<file path="config.mk">
export PLATFORM = sky130hd
export DESIGN_NAME = pm25_fan_level_classifier_top
export DESIGN_NICKNAME = d
export VERILOG_FILES = /design/src/sv/pfc_pkg.sv /design/src/sv/pm25_fan_level_classifier_top.sv
export VERILOG_INCLUDE_DIRS = /design/src /design/src/sv
export SDC_FILE = /design/constraint.sdc
export NUM_CORES = 1
export LEC_CHECK = 0
export BUFFER_PORTS_ARGS = -buffer_cell sky130_fd_sc_hd__buf_2
export CORE_MARGIN = 2
export CORE_UTILIZATION = 60
export DETAILED_ROUTE_END_ITERATION = 10
export PLACE_DENSITY_LB_ADDON = 0.1
export SLEW_MARGIN = 10
export SYNTH_ARGS = -nofsm -noshare
export SYNTH_HDL_FRONTEND = slang
export SYNTH_SLANG_ARGS = --single-unit
</file>
<file path="constraint.sdc">
create_clock -name clock -period 4.4 [get_ports clock]
set_clock_uncertainty 0.05 [all_clocks]
set_input_delay 1.1 -clock clock [delete_from_list [all_inputs] [get_ports clock]]
set_output_delay 1.1 -clock clock [all_outputs]
set_load 0.05 [all_outputs]
</file>
<file path="src/sv/assert_macros.svh">
// Assertion helpers used by the classifier top.
`ifndef ASSERT_MACROS_SVH
`define ASSERT_MACROS_SVH

// Check a property on every rising clock edge outside reset.
`define ASSERT_SYNC(label, clk, rst, prop, msg) \
   label: assert property (@(posedge clk) disable iff (rst) (prop)) else $error(msg);

// Check that a condition never holds outside reset.
`define ASSERT_NEVER(label, clk, rst, cond, msg) \
   `ASSERT_SYNC(label, clk, rst, !(cond), msg)

`endif

</file>
<file path="src/sv/pfc_pkg.sv">
// ----------------------------------------------------------------------------
// pfc_pkg
// Types, register indexes and reset values for the particulate fan-level
// classifier.
// ----------------------------------------------------------------------------
`default_nettype none

package pfc_pkg;

   localparam int SampleWidth  = 16;
   localparam int HoldWidth    = 8;
   localparam int LimitWidth   = 4;
   localparam int LevelWidth   = 2;
   localparam int CsrIdxWidth  = 2;
   localparam int CsrDataWidth = 16;
   localparam int ReqDataWidth = 24;
   localparam int RspDataWidth = 8;

   typedef logic [SampleWidth-1:0] sample_type;
   typedef logic [LevelWidth-1:0]  level_type;
   typedef logic [HoldWidth-1:0]   hold_type;

   // Request kind carried in tuser
   typedef enum logic {
      FUNC_TICK  = 1'b0,
      FUNC_SMART = 1'b1
   } func_type;

   // Configuration register indexes
   typedef enum logic [CsrIdxWidth-1:0] {
      CSR_TICK_PERIOD    = 2'd0,
      CSR_HIGH_THRESHOLD = 2'd1,
      CSR_LOW_THRESHOLD  = 2'd2,
      CSR_HOLD_LIMIT     = 2'd3
   } csr_idx_type;

   // Air classes
   localparam level_type LEVEL_NONE = 2'd0;
   localparam level_type LEVEL_LOW  = 2'd1;
   localparam level_type LEVEL_MED  = 2'd2;
   localparam level_type LEVEL_HIGH = 2'd3;

   // Reset values
   localparam sample_type TICK_PERIOD_RST = 16'd50000;
   localparam sample_type HIGH_THRESH_RST = 16'd200;
   localparam sample_type LOW_THRESH_RST  = 16'd100;
   localparam logic [LimitWidth-1:0] HOLD_LIMIT_RST = 4'd4;

   // Marks that the last evaluation was a normal classification
   localparam hold_type HOLD_DONE = 8'hFF;

   // Plain threshold classification, no hysteresis
   function automatic level_type classify_plain(sample_type s, sample_type hi,
                                                sample_type lo);
      level_type lvl;
      if (s > hi) begin
         lvl = LEVEL_HIGH;
      end else if (s > lo) begin
         lvl = LEVEL_MED;
      end else begin
         lvl = LEVEL_LOW;
      end
      return lvl;
   endfunction

endpackage

`default_nettype wire

</file>
<file path="src/sv/pm25_fan_level_classifier_top.sv">
// ----------------------------------------------------------------------------
// pm25_fan_level_classifier_top
// Classifies particulate samples into air class 1..3 with hysteresis and a
// falling-reading hold, and reports the fan / LED drive level on a change of class or when smart mode is switched on.
// ----------------------------------------------------------------------------
// Usage:
//   req channel: tuser = func (0 tick with sample, 1 smart mode command),
//     tdata = sample in [15:0], mode_on in [16]. rsp channel: tdata [1:0]
//     holds drive_level (1 low / blue, 2 medium / yellow, 3 high / red).
//   csr port: csr_wr_en writes csr_wdata into the register at csr_index
//     (0 tick_period, 1 high_threshold, 2 low_threshold, 3 hold_limit).
//   A request is captured into an input register, then evaluated against the
//   class state; a drive result lands in the response register. rsp_tvalid
//   rises after the request has passed the input and response registers.
//   Throughput is one request per cycle while no result waits on rsp_tready,
//   set by the state update of the class and counter registers.
//   Most requests give no result: ticks while smart mode is off, ticks
//   between evaluations, and evaluations that keep the class.
//   When rsp_tready is low with a result pending, one more request is held
//   in the input register; after that req_tready drops.
//   Reset clears smart mode, counters and class state and loads the
//   register reset values; no result is pending after reset.
`default_nettype none

module pm25_fan_level_classifier_top (
   input  wire  logic                               clock,
   input  wire  logic                               reset,
   // request stream
   input  wire  logic                               req_tvalid,
   output       logic                               req_tready,
   input  wire  logic [pfc_pkg::ReqDataWidth-1:0]   req_tdata,  // sample, mode_on
   input  wire  logic                               req_tuser,  // func
   // response stream
   output       logic                               rsp_tvalid,
   input  wire  logic                               rsp_tready,
   output       logic [pfc_pkg::RspDataWidth-1:0]   rsp_tdata,  // drive_level
   // configuration write port
   input  wire  logic                               csr_wr_en,
   input  wire  logic [pfc_pkg::CsrIdxWidth-1:0]    csr_index,
   input  wire  logic [pfc_pkg::CsrDataWidth-1:0]   csr_wdata
);
   import pfc_pkg::*;

   `include "assert_macros.svh"

   // configuration registers
   sample_type              tick_period_ff;
   sample_type              high_thresh_ff;
   sample_type              low_thresh_ff;
   logic [LimitWidth-1:0]   hold_limit_ff;

   // input register
   logic                    in_valid_ff;
   func_type                in_func_ff;
   sample_type              in_sample_ff;
   logic                    in_mode_ff;

   // class state
   logic                    smart_ff,        smart_in;
   sample_type              tick_count_ff,   tick_count_in;
   hold_type                hold_count_ff,   hold_count_in;
   level_type               class_before_ff, class_before_in;
   level_type               air_class_ff,    air_class_in;
   sample_type              held_sample_ff,  held_sample_in;
   sample_type              last_sample_ff,  last_sample_in;

   // response register
   logic                    rsp_valid_ff;
   level_type               rsp_level_ff;

   logic                    proc_go;
   logic                    emit;
   level_type               emit_level;

   // intermediate evaluation terms
   sample_type              tick_next;
   logic                    falls_old;
   logic                    falls_new;
   logic                    hold_path;
   level_type               new_class;

   assign proc_go    = in_valid_ff && (!rsp_valid_ff || rsp_tready);
   assign req_tready = !in_valid_ff || proc_go;
   assign rsp_tvalid = rsp_valid_ff;
   assign rsp_tdata  = {{(RspDataWidth-LevelWidth){1'b0}}, rsp_level_ff};

   // evaluate one request against the class state
   always_comb begin
      smart_in        = smart_ff;
      tick_count_in   = tick_count_ff;
      hold_count_in   = hold_count_ff;
      class_before_in = class_before_ff;
      air_class_in    = air_class_ff;
      held_sample_in  = held_sample_ff;
      last_sample_in  = last_sample_ff;
      emit            = 1'b0;
      emit_level      = classify_plain(in_sample_ff, high_thresh_ff, low_thresh_ff);

      tick_next = tick_count_ff + 16'd1;
      falls_old = (class_before_ff == LEVEL_HIGH && air_class_ff == LEVEL_MED) ||
                  (held_sample_ff < last_sample_ff);
      falls_new = (class_before_ff == LEVEL_HIGH && air_class_ff == LEVEL_MED) ||
                  (in_sample_ff < last_sample_ff);
      hold_path = falls_old && (hold_count_ff < {{(HoldWidth-LimitWidth){1'b0}},
                                                 hold_limit_ff});

      // hysteresis classification of the new sample
      if (in_sample_ff > high_thresh_ff) begin
         new_class = (last_sample_ff <= low_thresh_ff) ? LEVEL_MED : LEVEL_HIGH;
      end else if (in_sample_ff > low_thresh_ff) begin
         new_class = LEVEL_MED;
      end else begin
         new_class = (last_sample_ff > high_thresh_ff) ? LEVEL_MED : LEVEL_LOW;
      end

      if (proc_go) begin
         if (in_func_ff == FUNC_SMART) begin
            // smart mode command: on reports the plain level at once
            smart_in = in_mode_ff;
            emit     = in_mode_ff;
         end else if (smart_ff) begin
            // prescaler
            if (tick_next < tick_period_ff) begin
               tick_count_in = tick_next;
            end else begin
               tick_count_in  = '0;
               held_sample_in = in_sample_ff;
               if (hold_path && (in_sample_ff < last_sample_ff)) begin
                  // keep holding the old class
                  hold_count_in = hold_count_ff + 8'd1;
               end else if (!hold_path && falls_new && hold_count_ff == HOLD_DONE &&
                            air_class_ff > LEVEL_LOW) begin
                  // start a hold
                  hold_count_in = '0;
               end else begin
                  class_before_in = air_class_ff;
                  air_class_in    = new_class;
                  last_sample_in  = in_sample_ff;
                  hold_count_in   = HOLD_DONE;
                  emit            = (air_class_ff != new_class);
                  emit_level      = new_class;
               end
            end
         end
      end
   end

   // hold configuration, input, state and response registers
   always_ff @(posedge clock) begin
      if (reset) begin
         tick_period_ff  <= TICK_PERIOD_RST;
         high_thresh_ff  <= HIGH_THRESH_RST;
         low_thresh_ff   <= LOW_THRESH_RST;
         hold_limit_ff   <= HOLD_LIMIT_RST;
         in_valid_ff     <= 1'b0;
         smart_ff        <= 1'b0;
         tick_count_ff   <= '0;
         hold_count_ff   <= '0;
         class_before_ff <= LEVEL_NONE;
         air_class_ff    <= LEVEL_NONE;
         held_sample_ff  <= '0;
         last_sample_ff  <= '0;
         rsp_valid_ff    <= 1'b0;
      end else begin
         if (csr_wr_en) begin
            case (csr_idx_type'(csr_index))
               CSR_TICK_PERIOD:    tick_period_ff <= csr_wdata;
               CSR_HIGH_THRESHOLD: high_thresh_ff <= csr_wdata;
               CSR_LOW_THRESHOLD:  low_thresh_ff  <= csr_wdata;
               CSR_HOLD_LIMIT:     hold_limit_ff  <= csr_wdata[LimitWidth-1:0];
               default: begin
               end
            endcase
         end

         if (req_tready) begin
            in_valid_ff <= req_tvalid;
         end

         smart_ff        <= smart_in;
         tick_count_ff   <= tick_count_in;
         hold_count_ff   <= hold_count_in;
         class_before_ff <= class_before_in;
         air_class_ff    <= air_class_in;
         held_sample_ff  <= held_sample_in;
         last_sample_ff  <= last_sample_in;

         if (proc_go) begin
            rsp_valid_ff <= emit;
         end else if (rsp_tready) begin
            rsp_valid_ff <= 1'b0;
         end
      end
   end

   // capture request payload and response level
   always_ff @(posedge clock) begin
      if (req_tready && req_tvalid) begin
         in_func_ff   <= func_type'(req_tuser);
         in_sample_ff <= req_tdata[SampleWidth-1:0];
         in_mode_ff   <= req_tdata[SampleWidth];
      end
      if (proc_go && emit) begin
         rsp_level_ff <= emit_level;
      end
   end

   `ASSERT_NEVER(a_level_nonzero, clock, reset, rsp_valid_ff && rsp_level_ff == LEVEL_NONE, "result with no class")
   `ASSERT_SYNC(a_rsp_from_item, clock, reset, $rose(rsp_valid_ff) |-> $past(proc_go), "result without a processed request")
   `ASSERT_SYNC(a_done_has_class, clock, reset, (hold_count_ff == HOLD_DONE) |-> (air_class_ff != LEVEL_NONE), "classified state with no class")
   `ASSERT_SYNC(a_off_no_count, clock, reset, (proc_go && in_func_ff == FUNC_TICK && !smart_ff) |=> $stable(tick_count_ff), "prescaler moved in manual mode")

endmodule

`default_nettype wire
</file>
==> metrics.md <==
| Metric | Value |
|---|---|
| Placed instance count | 1,076 |
| Clock sinks | 135 |
| Fillers | 1,011 |
| Maximum clock frequency | 243 MHz |
| Met2 track utilization from global routing | 47.0% |
| Fin. max-slew vios | 0 |
| Post-synth EDFFs | 20 |
| Area of the multi-input gates | 4490 sq um |
| Worst Setup SP | tick_count_ff[0] |
| Drt first pass iters | 5 |
| Total track usage | 28.1% |
| Number of hold buffers added after CTS | 0 |
| Die X | 118 um |
| Final #Nets | 1,085 |
| CP Launch Type | register |
| Period utilization | 93.5% |
| # DRC | 0 |
| RR Startpoint | tick_count_ff[0] |
| WP buf/inv | 1 |
| Most frequent cells in the layout | nand2_1 (117), dfxtp_1 (115), ha_1 (114) |
| Least-Margin Pin Slew | 1090 ps |
| WS Path Type | register to register |
| Clock slew at reported path FFs | 60 ps |
| Sequential fraction of the synthesis area | 37.2% |
| Number of nets still failing antenna checks after routing | 0 |
| Post-CTS setup buffers | 0 |
| Synthesized area | 7810 sq um |
| Final hold vios | 0 |
| Cell count after synthesis | 887 |
| RSZ-0062 raised after global routing | false |
| Core Util, Final | 68.9% |
| GR peak layer | met2 |
| First-pass GRT wire length | 31,100 um |
| Area after DPL | 8140 sq um |
| Area of the core | 12,700 sq um |
| Post-CTS sizing | 0 |
| Initial antenna violation count | 0 |
| Layout area overhead | 11.9% |
| # port buffers | 44 |
| Worst-path cell chain | ha_1 -> and3_1 -> nand3_1 -> nor2_1 -> and3_1 -> nand3_1 -> xnor2_1 -> ha_1 -> nand4_1 -> nor3_1 -> o21ai_1 -> a21oi_4 -> buf_4 -> mux2i_1 -> nor2_1 |
| Largest net degree at the start of global routing | 91 |
| Worst hold start | tick_period_ff[11] |
| Met3 usage | 6.59% |
| Met1 Use GR | 35.4% |
| Post-synth ARST share | 0% |
| Max Cap Viol | 0 |
| Slew HR | 27.4% |
| Crit path depth | 15 |
| Remaining global-route overflow | 0 |
| CTS tree | built |
| Most common cell after layout, fill and taps aside | nand2_1 |
| Routed WL | 18,900 um |
| Vias | 6,458 |
| Cts bufs inserted | 17 |
| Io pins | 58 |
| Antenna Cells | 0 |
| # setup viols final | 0 |
| LEAKAGE | 3.85 nW |
| Dpl hpwl | 14,200 um |
| Cell Rows | 41 |
| Fin area | 8730 sq um |
| Period minus WS final | 4110 ps |
| CP max FO | 27 |
| Setup TNS | 0 ps |
| Clock Path Buffers | 2 |
| Yosys warns | 0 |
| Die Ht | 118 um |
| Final Non-Filler Cells | 1,108 |
| Crit path max-delay family | simple AND/OR/NAND/NOR gates |
| Clk root buf | clkbuf_16 |
| GP Congestion | 0.898 |
| Share of cells above drive strength 1 | 9.19% |
| Pwr per Cell Area | 340 nW/um^2 |
| Yosys cell types | 60 |
| Critical Path AT | 4360 ps |
| Die area | 13,900 sq um |
| Status | complete, no violations |
| Worst vdd ir | 0.258 mV |
| CP Capture Type | register |
| Vias in the first global route | 6,394 |
| CTS H-tree lvls | 4 |
| Hold path depth | 2 |
| Synth Register Bits | 135 |
| Initial cell density of the core | 61.6% |
| Routed len/inst | 17.0 um |
| Clock Latency Late Sink | 420 ps |
| Register area | 2900 sq um |
| Hold Path Class | register to register |
| Worst path slowest cell | dfxtp_1 |
| Worst path required time | 4650 ps |
| Vias per inst | 5.83 |
| Post-Syn Area per Cell | 8.80 sq um |
| Top FF cell, synth | dfxtp_1 |
| FF-to-FF path depth | 15 |
| Crit path largest cell delay | 410 ps |
| Initial DRC Count | 514 |
==> per-stage QoR <==
stage	worst slack [ps]	power, W	hold slack, ps
after floorplan	1010	0.00148	385
after global placement	553	0.00154	394
after detailed placement	396	0.00156	398
after CTS	338	0.00298	405
after global routing	1.40	0.00307	416
final	287	0.00297	408
==> worst min-delay path, delay by kind of cell (launching register included) <==
kind	cells	cell delay, ps
AOI/OAI and AO/OA	1	50
and+or+nand+nor	1	50
DFF	1	310
==> logic make-up after synthesis <==
kind of cell | Yosys count | synth area share, %
XOR/XNOR | 14 | 1.57
multiplexers | 38 | 4.87
adder cells (fa/ha/maj) | 114 | 18.3
other | 1 | 0.0480
buffers and inverters | 107 | 5.83
AO/OA/AOI/OAI | 182 | 14.6
AND/OR/NAND/NOR | 296 | 17.6
flip-flops | 135 | 37.2
==> area by class of cell <==
cell class | count | share of cell area, %
Multi-Input combinational cell | 650 | 51.4
Sequential cell | 135 | 33.2
Clock buffer | 24 | 5.40
Timing Repair Buffer | 50 | 3.21
Inverter | 69 | 2.97
Tap cell | 172 | 2.46
Clock inverter | 8 | 1.38
==> synthesized netlist by cell type, types with 6 or more instances <==
master    number  area (sq um)
inv_1         69           259
dfxtp_1      115          2300
nand3_1       24           120
buf_4          6          45.0
nand2_1      117           439
a22oi_1        7          52.6
ha_1         114          1430
a311oi_1       8          70.1
mux2i_1       38           380
a211o_1        9          78.8
or3_1          6          37.5
a21oi_1       86           430
nand3b_1       7          52.6
xnor2_1        7          61.3
nor2b_1       10          62.6
o21ai_0       14          70.1
and3_1         9          56.3
xor2_1         7          61.3
nand2b_1       8          50.1
edfxtp_1      20           601
nor2_1        71           267
buf_2          6          30.0
nand4_1       20           125
a21o_1        18           135
clkbuf_1      23          86.3
==> final timing paths <==
check / end / slack (ps)
setup / recovery: held_sample_ff[7] / 290
hold / removal: tick_period_ff[11] / 410
setup reg to reg: held_sample_ff[7] / 290
hold reg to reg: tick_period_ff[11] / 410
==> where the power goes <==
part / total [W] / internal [W] / switching (W) / leakage, nW
sequential: 0.00131 / 0.00128 / 0.0000257 / 1.12
combinational: 0.000230 / 0.0000839 / 0.000146 / 2.44
clock: 0.00143 / 0.000919 / 0.000514 / 0.289
total: 0.00297 / 0.00229 / 0.000686 / 3.85
==> sequential cells by signal, indices dropped and copies added (netlist names) <==
register / flops
low_thresh_ff: 16
held_sample_ff: 16
in_valid_ff: 1
tick_period_ff: 16
high_thresh_ff: 16
in_sample_ff: 16
hold_limit_ff: 4
rsp_level_ff: 2
tick_count_ff: 16
in_mode_ff: 1
smart_ff: 1
air_class_ff: 2
class_before_ff: 2
rsp_tvalid: 1
last_sample_ff: 16
hold_count_ff: 8
in_func_ff: 1
==> routing by layer <==
layer  part of all wire [%]  routed length, um
met3                    6.7               1260
met2                     48               9020
met4                    1.9                358
met5                      0                  0
met1                     44               8230
(Power assumes the default switching activity.)
